==> src/rtl/gsm_pkg.sv <==
// Shared constants and types for the glob segment matcher.
package gsm_pkg;

    localparam int PATTERN_MAX_DEF = 32;

    localparam int MODE_W = 2;
    localparam int CHAR_W = 8;
    localparam int CLASS_W = 2;

    localparam logic [MODE_W-1:0] MODE_PATTERN = 2'd0;
    localparam logic [MODE_W-1:0] MODE_NAME    = 2'd1;
    localparam logic [MODE_W-1:0] MODE_END     = 2'd2;

    localparam logic [CHAR_W-1:0] CH_NUL   = 8'h00;
    localparam logic [CHAR_W-1:0] CH_STAR  = 8'h2A;
    localparam logic [CHAR_W-1:0] CH_QUEST = 8'h3F;
    localparam logic [CHAR_W-1:0] CH_SLASH = 8'h2F;
    localparam logic [CHAR_W-1:0] CH_DOT   = 8'h2E;

    // Name prefix classes used to spot the "." and ".." entries.
    localparam logic [CLASS_W-1:0] CLS_EMPTY  = 2'd0;
    localparam logic [CLASS_W-1:0] CLS_DOT    = 2'd1;
    localparam logic [CLASS_W-1:0] CLS_DOTDOT = 2'd2;
    localparam logic [CLASS_W-1:0] CLS_OTHER  = 2'd3;

    typedef struct packed {
        logic                load;
        logic                step;
        logic                clear;
        logic [CHAR_W-1:0]   char_code;
    } cell_ctrl_t;

endpackage

==> src/rtl/gsm_in_if.sv <==
// Input channel: pattern characters, name characters and end-of-name beats.
interface gsm_in_if;
    logic                         valid;
    logic                         ready;
    logic [gsm_pkg::MODE_W-1:0]   mode;
    logic [gsm_pkg::CHAR_W-1:0]   char_code;
    logic                         restart;

    modport source (output valid, output mode, output char_code, output restart, input ready);
    modport sink (input valid, input mode, input char_code, input restart, output ready);
endinterface

==> src/rtl/gsm_out_if.sv <==
// Output channel: one match result per name.
interface gsm_out_if;
    logic valid;
    logic ready;
    logic matched;
    logic dot_entry;
    logic pattern_overflow;

    modport source (output valid, output matched, output dot_entry, output pattern_overflow,
                    input ready);
    modport sink (input valid, input matched, input dot_entry, input pattern_overflow,
                  output ready);
endinterface

==> src/rtl/glob_segment_matcher.sv <==
// Top level of the glob segment matcher: control, cell row and result register.
// Latency: the result of an end-of-name beat is valid in the cycle after it is taken.
// Throughput: one beat per cycle while the output is not stalled; each name character
// updates the whole cell row through the star-closure prefix network.
// Reset: pattern empty and open, no overflow, only position zero active,
// reject_dot_names set, output register empty.
module glob_segment_matcher #(
    parameter int PATTERN_MAX = gsm_pkg::PATTERN_MAX_DEF
) (
    input  logic       clk,
    input  logic       rst_n,
    input  logic       cfg_wr_en,
    input  logic       cfg_wr_data,
    gsm_in_if.sink     in_ch,
    gsm_out_if.source  out_ch
);

    localparam int CW = $clog2(PATTERN_MAX + 1);

    logic                           reject_reg;
    logic [CW-1:0]                  count_reg;
    logic [CW-1:0]                  count_next;
    logic                           closed_reg;
    logic                           closed_next;
    logic                           ovf_reg;
    logic                           ovf_next;
    logic                           act0_reg;
    logic                           act0_next;
    logic [gsm_pkg::CLASS_W-1:0]    class_reg;
    logic [gsm_pkg::CLASS_W-1:0]    class_next;
    logic                           out_valid_reg;
    logic                           matched_reg;
    logic                           dot_reg;
    logic                           out_ovf_reg;

    logic                           accept;
    logic                           is_pattern;
    logic                           is_name;
    logic                           is_end;
    logic                           end_char;
    logic [CW-1:0]                  count_eff;
    logic                           closed_eff;
    logic                           ovf_eff;
    logic                           dot_now;
    logic                           hit_now;
    gsm_pkg::cell_ctrl_t            ctrl;

    logic [PATTERN_MAX-1:0]         star_vec;
    logic [PATTERN_MAX-1:0]         keep_vec;
    logic [PATTERN_MAX-1:0]         act_hi;
    logic [PATTERN_MAX-1:0]         keep_nb;
    logic [PATTERN_MAX:0]           raw_vec;
    logic [PATTERN_MAX:0]           closed_vec;

    assign in_ch.ready = !out_valid_reg || out_ch.ready;
    assign accept = in_ch.valid && in_ch.ready;
    assign is_pattern = accept && (in_ch.mode == gsm_pkg::MODE_PATTERN);
    assign is_name    = accept && (in_ch.mode == gsm_pkg::MODE_NAME);
    assign is_end     = accept && (in_ch.mode == gsm_pkg::MODE_END);
    assign end_char   = (in_ch.char_code == gsm_pkg::CH_NUL) ||
                        (in_ch.char_code == gsm_pkg::CH_SLASH);

    // Restart clears the pattern before the character is looked at.
    assign count_eff  = in_ch.restart ? '0 : count_reg;
    assign closed_eff = in_ch.restart ? 1'b0 : closed_reg;
    assign ovf_eff    = in_ch.restart ? 1'b0 : ovf_reg;

    assign ctrl.load      = is_pattern && !closed_eff && !end_char &&
                            (count_eff < CW'(PATTERN_MAX));
    assign ctrl.step      = is_name;
    assign ctrl.clear     = is_pattern || is_end;
    assign ctrl.char_code = in_ch.char_code;

    always_comb
    begin
        count_next  = count_reg;
        closed_next = closed_reg;
        ovf_next    = ovf_reg;
        if (is_pattern)
        begin
            count_next  = count_eff;
            closed_next = closed_eff;
            ovf_next    = ovf_eff;
            if (!closed_eff)
            begin
                priority if (end_char)
                    closed_next = 1'b1;
                else if (ctrl.load)
                    count_next = count_eff + CW'(1);
                else
                    ovf_next = 1'b1;
            end
        end
    end

    always_comb
    begin
        priority if (ctrl.clear)
            act0_next = 1'b1;
        else if (ctrl.step)
            act0_next = keep_vec[0];
        else
            act0_next = act0_reg;
    end

    always_comb
    begin
        priority if (ctrl.clear)
            class_next = gsm_pkg::CLS_EMPTY;
        else if (ctrl.step)
        begin
            if ((in_ch.char_code == gsm_pkg::CH_DOT) &&
                ((class_reg == gsm_pkg::CLS_EMPTY) || (class_reg == gsm_pkg::CLS_DOT)))
                class_next = class_reg + gsm_pkg::CLASS_W'(1);
            else
                class_next = gsm_pkg::CLS_OTHER;
        end
        else
            class_next = class_reg;
    end

    assign raw_vec = {act_hi, act0_reg};
    assign keep_nb = {1'b0, keep_vec[PATTERN_MAX-1:1]};

    gsm_closure #(
        .PATTERN_MAX(PATTERN_MAX)
    ) u_closure (
        .raw    (raw_vec),
        .star   (star_vec),
        .closed (closed_vec)
    );

    for (genvar j = 0; j < PATTERN_MAX; j++)
    begin : g_cell
        gsm_cell u_cell (
            .clk        (clk),
            .rst_n      (rst_n),
            .ctrl       (ctrl),
            .wr_sel     (count_eff == CW'(j)),
            .in_use     (count_reg > CW'(j)),
            .closed_bit (closed_vec[j]),
            .keep_in    (keep_nb[j]),
            .star       (star_vec[j]),
            .keep       (keep_vec[j]),
            .act        (act_hi[j])
        );
    end

    assign dot_now = (class_reg == gsm_pkg::CLS_DOT) || (class_reg == gsm_pkg::CLS_DOTDOT);
    assign hit_now = closed_vec[count_reg] && !ovf_reg && !(dot_now && reject_reg);

    always_ff @(posedge clk or negedge rst_n)
    begin
        if (!rst_n)
        begin
            reject_reg    <= 1'b1;
            count_reg     <= '0;
            closed_reg    <= 1'b0;
            ovf_reg       <= 1'b0;
            act0_reg      <= 1'b1;
            class_reg     <= gsm_pkg::CLS_EMPTY;
            out_valid_reg <= 1'b0;
        end
        else
        begin
            if (cfg_wr_en)
            begin
                reject_reg <= cfg_wr_data;
            end
            count_reg  <= count_next;
            closed_reg <= closed_next;
            ovf_reg    <= ovf_next;
            act0_reg   <= act0_next;
            class_reg  <= class_next;
            if (is_end)
            begin
                out_valid_reg <= 1'b1;
            end
            else if (out_ch.ready)
            begin
                out_valid_reg <= 1'b0;
            end
        end
    end

    always_ff @(posedge clk)
    begin
        if (is_end)
        begin
            matched_reg <= hit_now;
            dot_reg     <= dot_now;
            out_ovf_reg <= ovf_reg;
        end
    end

    assign out_ch.valid            = out_valid_reg;
    assign out_ch.matched          = matched_reg;
    assign out_ch.dot_entry        = dot_reg;
    assign out_ch.pattern_overflow = out_ovf_reg;

endmodule

==> src/rtl/gsm_closure.sv <==
// Star closure of the active position set as a parallel prefix network.
module gsm_closure #(
    parameter int PATTERN_MAX = gsm_pkg::PATTERN_MAX_DEF
) (
    input  logic [PATTERN_MAX:0]   raw,
    input  logic [PATTERN_MAX-1:0] star,
    output logic [PATTERN_MAX:0]   closed
);

    localparam int NPOS = PATTERN_MAX + 1;
    localparam int LEVELS = $clog2(NPOS);

    logic [NPOS-1:0] gen_lvl [LEVELS+1];
    logic [NPOS-1:0] prop_lvl [LEVELS+1];

    // Position j is reached from j-1 when pattern character j-1 is a star,
    // so the closure is a carry-style prefix over the star run.
    always_comb
    begin
        gen_lvl[0] = raw;
        prop_lvl[0] = {star, 1'b0};
        for (int l = 0; l < LEVELS; l++)
        begin
            for (int j = 0; j < NPOS; j++)
            begin
                if (j >= (1 << l))
                begin
                    gen_lvl[l+1][j]  = gen_lvl[l][j] | (prop_lvl[l][j] & gen_lvl[l][j-(1<<l)]);
                    prop_lvl[l+1][j] = prop_lvl[l][j] & prop_lvl[l][j-(1<<l)];
                end
                else
                begin
                    gen_lvl[l+1][j]  = gen_lvl[l][j];
                    prop_lvl[l+1][j] = prop_lvl[l][j];
                end
            end
        end
        closed = gen_lvl[LEVELS];
    end

endmodule

==> src/rtl/gsm_cell.sv <==
// One pattern position: its character and the active bit of the next position.
module gsm_cell (
    input  logic                 clk,
    input  logic                 rst_n,
    input  gsm_pkg::cell_ctrl_t  ctrl,
    input  logic                 wr_sel,
    input  logic                 in_use,
    input  logic                 closed_bit,
    input  logic                 keep_in,
    output logic                 star,
    output logic                 keep,
    output logic                 act
);

    logic [gsm_pkg::CHAR_W-1:0] pat_reg;
    logic                       act_reg;
    logic                       act_next;
    logic                       nonzero;
    logic                       fwd;

    assign nonzero = (ctrl.char_code != gsm_pkg::CH_NUL);
    assign star = in_use && (pat_reg == gsm_pkg::CH_STAR);
    // A star keeps its own position alive; any other character moves on by one.
    assign keep = closed_bit && star && nonzero;
    assign fwd  = closed_bit && in_use && nonzero && !star &&
                  ((pat_reg == gsm_pkg::CH_QUEST) || (pat_reg == ctrl.char_code));
    assign act = act_reg;

    always_comb
    begin
        priority if (ctrl.clear)
            act_next = 1'b0;
        else if (ctrl.step)
            act_next = fwd | keep_in;
        else
            act_next = act_reg;
    end

    always_ff @(posedge clk)
    begin
        if (ctrl.load && wr_sel)
        begin
            pat_reg <= ctrl.char_code;
        end
    end

    always_ff @(posedge clk or negedge rst_n)
    begin
        if (!rst_n)
        begin
            act_reg <= 1'b0;
        end
        else
        begin
            act_reg <= act_next;
        end
    end

endmodule
==> src/flat_wrapper.sv <==
// flat-port wrapper written by rule: the top's interface ports become plain ports
module glob_segment_matcher_flat 
#(
    parameter int PATTERN_MAX = gsm_pkg::PATTERN_MAX_DEF
)
  (clk, rst_n, cfg_wr_en, cfg_wr_data, in_ch_valid, in_ch_mode, in_ch_char_code, in_ch_restart, in_ch_ready, out_ch_valid, out_ch_matched, out_ch_dot_entry, out_ch_pattern_overflow, out_ch_ready);
  gsm_in_if in_ch_i ();
  gsm_out_if out_ch_i ();
  input  logic clk;
  input  logic rst_n;
  input  logic cfg_wr_en;
  input  logic cfg_wr_data;
  input wire logic [$bits(in_ch_i.valid)-1:0] in_ch_valid;
  input wire logic [$bits(in_ch_i.mode)-1:0] in_ch_mode;
  input wire logic [$bits(in_ch_i.char_code)-1:0] in_ch_char_code;
  input wire logic [$bits(in_ch_i.restart)-1:0] in_ch_restart;
  output wire logic [$bits(in_ch_i.ready)-1:0] in_ch_ready;
  output wire logic [$bits(out_ch_i.valid)-1:0] out_ch_valid;
  output wire logic [$bits(out_ch_i.matched)-1:0] out_ch_matched;
  output wire logic [$bits(out_ch_i.dot_entry)-1:0] out_ch_dot_entry;
  output wire logic [$bits(out_ch_i.pattern_overflow)-1:0] out_ch_pattern_overflow;
  input wire logic [$bits(out_ch_i.ready)-1:0] out_ch_ready;
  assign in_ch_i.valid = in_ch_valid;
  assign in_ch_i.mode = in_ch_mode;
  assign in_ch_i.char_code = in_ch_char_code;
  assign in_ch_i.restart = in_ch_restart;
  assign in_ch_ready = in_ch_i.ready;
  assign out_ch_valid = out_ch_i.valid;
  assign out_ch_matched = out_ch_i.matched;
  assign out_ch_dot_entry = out_ch_i.dot_entry;
  assign out_ch_pattern_overflow = out_ch_i.pattern_overflow;
  assign out_ch_i.ready = out_ch_ready;
  glob_segment_matcher #(.PATTERN_MAX(PATTERN_MAX)) u_core (.clk(clk), .rst_n(rst_n), .cfg_wr_en(cfg_wr_en), .cfg_wr_data(cfg_wr_data), .in_ch(in_ch_i), .out_ch(out_ch_i));
endmodule
==> config.mk <==
export PLATFORM = sky130hd
export DESIGN_NAME = glob_segment_matcher_flat
export DESIGN_NICKNAME = d
export VERILOG_FILES = /design/src/rtl/gsm_pkg.sv /design/src/rtl/gsm_in_if.sv /design/src/rtl/gsm_out_if.sv /design/src/rtl/glob_segment_matcher.sv /design/src/rtl/gsm_closure.sv /design/src/rtl/gsm_cell.sv /design/src/flat_wrapper.sv
export SDC_FILE = /design/constraint.sdc
export NUM_CORES = 1
export LEC_CHECK = 0
export ABC_CLOCK_PERIOD_IN_PS = 3100
export BUFFER_PORTS_ARGS = -buffer_cell sky130_fd_sc_hd__buf_2
export CAP_MARGIN = 25
export CORE_ASPECT_RATIO = 0.6
export CORE_MARGIN = 4
export CORE_UTILIZATION = 30
export CTS_CLUSTER_SIZE = 28
export DETAILED_ROUTE_END_ITERATION = 6
export GPL_ROUTABILITY_DRIVEN = 0
export PLACE_DENSITY = 0.56
export SKIP_CTS_REPAIR_TIMING = 1
export SYNTH_ARGS = -nofsm -noshare
export SYNTH_HDL_FRONTEND = slang
export SYNTH_SLANG_ARGS = --single-unit
==> constraint.sdc <==
create_clock -name clk -period 3.1 [get_ports clk]
set_clock_uncertainty 0.2 [all_clocks]
set_input_delay 0.155 -clock clk [delete_from_list [all_inputs] [get_ports clk]]
set_output_delay 0.155 -clock clk [all_outputs]
set_load 0.01 [all_outputs]
==> metrics <==
outcome complete, but fails checks; failing checks setup timing; Largest register FFs ~260; Initial Utilization 30.67%; Worst path depth 13; clk sink count ~300; Worst-Skew Late Latency between 0.5 and 0.6 ns; leading area contributor after synthesis edfxtp_1; unrepaired setup endpoints after global routing yes; routed vias about 15,000; H-tree level count 1; Synth Net Count ~1,600; Leak between 8 and 9 nW; CTS tree yes; CP cell instances buf_6 -> or4_4 -> and4b_2 -> o211ai_4 -> nor4_4 -> buf_4 -> a2111oi_4 -> buf_4 -> nor3_4 -> a211o_1 -> nand3_1 -> nor4_2 -> o211a_1; CP Capture Type flop; Syn Std Cell Area about 17,000 µm²; Final Hold Vio Count 0; Final Worst Setup Slack -0.4934 ns; register area share after synthesis 52.96%; Clock Pin Slew Worst Setup and Hold Paths ~0.070 ns; Worst setup endpoint u_core.out_ch.matched; Yosys top cell area share a little under half; FILL cells 5,171; Worst path top cell family by delay simple AND/OR/NAND/NOR gates; Fmax 0.2783 GHz; setup TNS -5.889 ns; design area 23,150 µm²; I/O Pins 22; DR pass1 iterations 6; largest cells by area after synthesis edfxtp_1, xnor2_1, dfrtp_1, nand4_1, xor2_1; asr flop ratio synth 14.80%; CP bufs+invs 3; register area 8909 µm²; Detailed Route Iter0 Violations about 1,600; post-synthesis cell count 1,539; Post-Route Utilization between 40% and 50%; port bufs 21; final setup violating endpoints 24; Layout Nets 2,042; vias in the first global route roughly 14,000; non-filler instance count after layout 2,793; Worst Setup Start Kind flop; Routed Antenna Nets 0; reg2reg path depth 13; CP max FO 9; Total Routing Usage GR 18.68%; Worst-Margin Slew a little under 1 ns; dpl cell area about 21,000 µm²; critical path class flop to flop; distinct cell type count after synthesis 93; crit path launch u_core.count_reg[5]; core footprint 54,830 µm²; r2r startpoint u_core.count_reg[5]; Worst R2R End u_core.out_ch.matched; CP arrival about 3.7 ns; maxcap violations 0; DRC violations left 0; fraction of final layout cells sized beyond drive strength 1 about 33%; FF+latch count, synth 304; Hold Worst Slack 0.02981 ns; Pwr Total just over 9 mW; Tmin final 3.593 ns; Die Area ~60,000 µm²; R2R setup slack -0.49 ns; maximum vdd drop between 0.4 and 0.5 mV; Post-Route WL approximately 58 mm; slowest CP cell or4_4; Final Max Tran Viols 0; main flop type after synthesis edfxtp_1; vias per inst 5.251; Hold Crit Class input port to flop; Synth Warn # 0; most common cell after layout, fill and taps aside buf_4; std cell rows 66; commonest non-fill, non-tap cells in the layout buf_4, edfxtp_1, xnor2_1; area delta synth->final 37.64%; initial antenna violation count 1; EDFF count, synth 259; largest net degree at the start of global routing 66; gr ovfl total 0; Pwr Density between 300 and 400 nW/µm²; CP most frequent cell buf_4; area occupied by multi-input gates between 8000 and 9000 µm²; Post-DP HPWL just over 40 mm; Die Ht 191.4 µm; CTS buffer count 30; first-pass GRT wire length approximately 86 mm; buffer depth of the longest clock path 3; Final period util 115.9%; clock tree root driver cell clkbuf_16; drt wl/cell 20.80 µm; Setup WS pre-CTS -0.5843 ns; Mean Syn Cell Area 10.93 µm²; dpl cells between 2,000 and 3,000; Slew HR approximately a third; chip width between 300 and 400 µm; CP required 3.24 ns; critical path's largest stage delay around 0.6 ns
power by group:
group | internal (mW) | switching [mW] | leakage (nW)
sequential | 4.47 | 0.0268 | 2.93
clock | 2.03 | 1.62 | 0.486
combinational | 0.434 | 0.663 | 4.91
total | 6.93 | 2.31 | 8.32
cells in the mapped netlist, types with 9 or more instances:
| master | number |
|---|---|
| a21o_1 | 10 |
| a21oi_1 | 64 |
| a22o_1 | 11 |
| a22oi_1 | 9 |
| a31oi_1 | 13 |
| and2_1 | 39 |
| and3_1 | 23 |
| buf_1 | 15 |
| buf_2 | 10 |
| clkbuf_1 | 37 |
| dfrtp_1 | 43 |
| edfxtp_1 | 259 |
| inv_1 | 29 |
| nand2_1 | 105 |
| nand3_1 | 39 |
| nand4_1 | 77 |
| nor2_1 | 113 |
| nor3_1 | 57 |
| nor4_1 | 29 |
| nor4b_1 | 9 |
| nor4bb_1 | 10 |
| o21ai_0 | 59 |
| o31ai_1 | 12 |
| or2_2 | 14 |
| or3_1 | 15 |
| or4_1 | 12 |
| xnor2_1 | 210 |
| xor2_1 | 50 |
metal layers:
layer  up-vias  global-route usage (%)  share of wire (%)
met1      7123                   28.96                 48
met4         2                   3.429                1.8
li1       6767                       -                  -
met2       687                   24.18                 38
met3        87                   6.978                 12
met5         -                   1.542               0.14
kinds of logic after synthesis:
kind of cell               after synthesis  synth area share, %
and+or+nand+nor                        584                18.82
DFF                                    304                52.96
AOI/OAI and AO/OA                      287                11.76
xor gates and xnor gates               260                13.54
buffers and inverters                   94                2.217
adders and majority gates                6               0.4464
muxes                                    4               0.2455
worst min-delay path by stage:
stage,depth (start not counted),startpoint,slack (ns),to
2_1_floorplan,0,rst_n,-0.34,u_core.class_reg[0]
3_5_place_dp,1,rst_n,0.17,u_core.g_cell[7].u_cell.act
4_1_cts,1,rst_n,-0.45,u_core.g_cell[26].u_cell.act
6_report,2,in_ch_char_code[2],0.03,u_core.g_cell[30].u_cell.pat_reg[2]
3_3_place_gp,1,rst_n,0.15,u_core.g_cell[7].u_cell.act
5_1_grt,2,in_ch_char_code[2],0.03,u_core.g_cell[31].u_cell.pat_reg[2]
layout make-up:
| cell class | count | share of cell area (%) |
|---|---|---|
| sequential | 304 | 38.49 |
| antenna | 3 | 0.03243 |
| tap | 748 | 4.043 |
| clock buffer | 39 | 3.698 |
| clock inverter | 16 | 0.5027 |
| multi-input combinational | 1141 | 35.09 |
| timing repair buffer | 512 | 17.66 |
| inverter | 30 | 0.4865 |
Note: power is estimated with default switching activity, not from simulation.
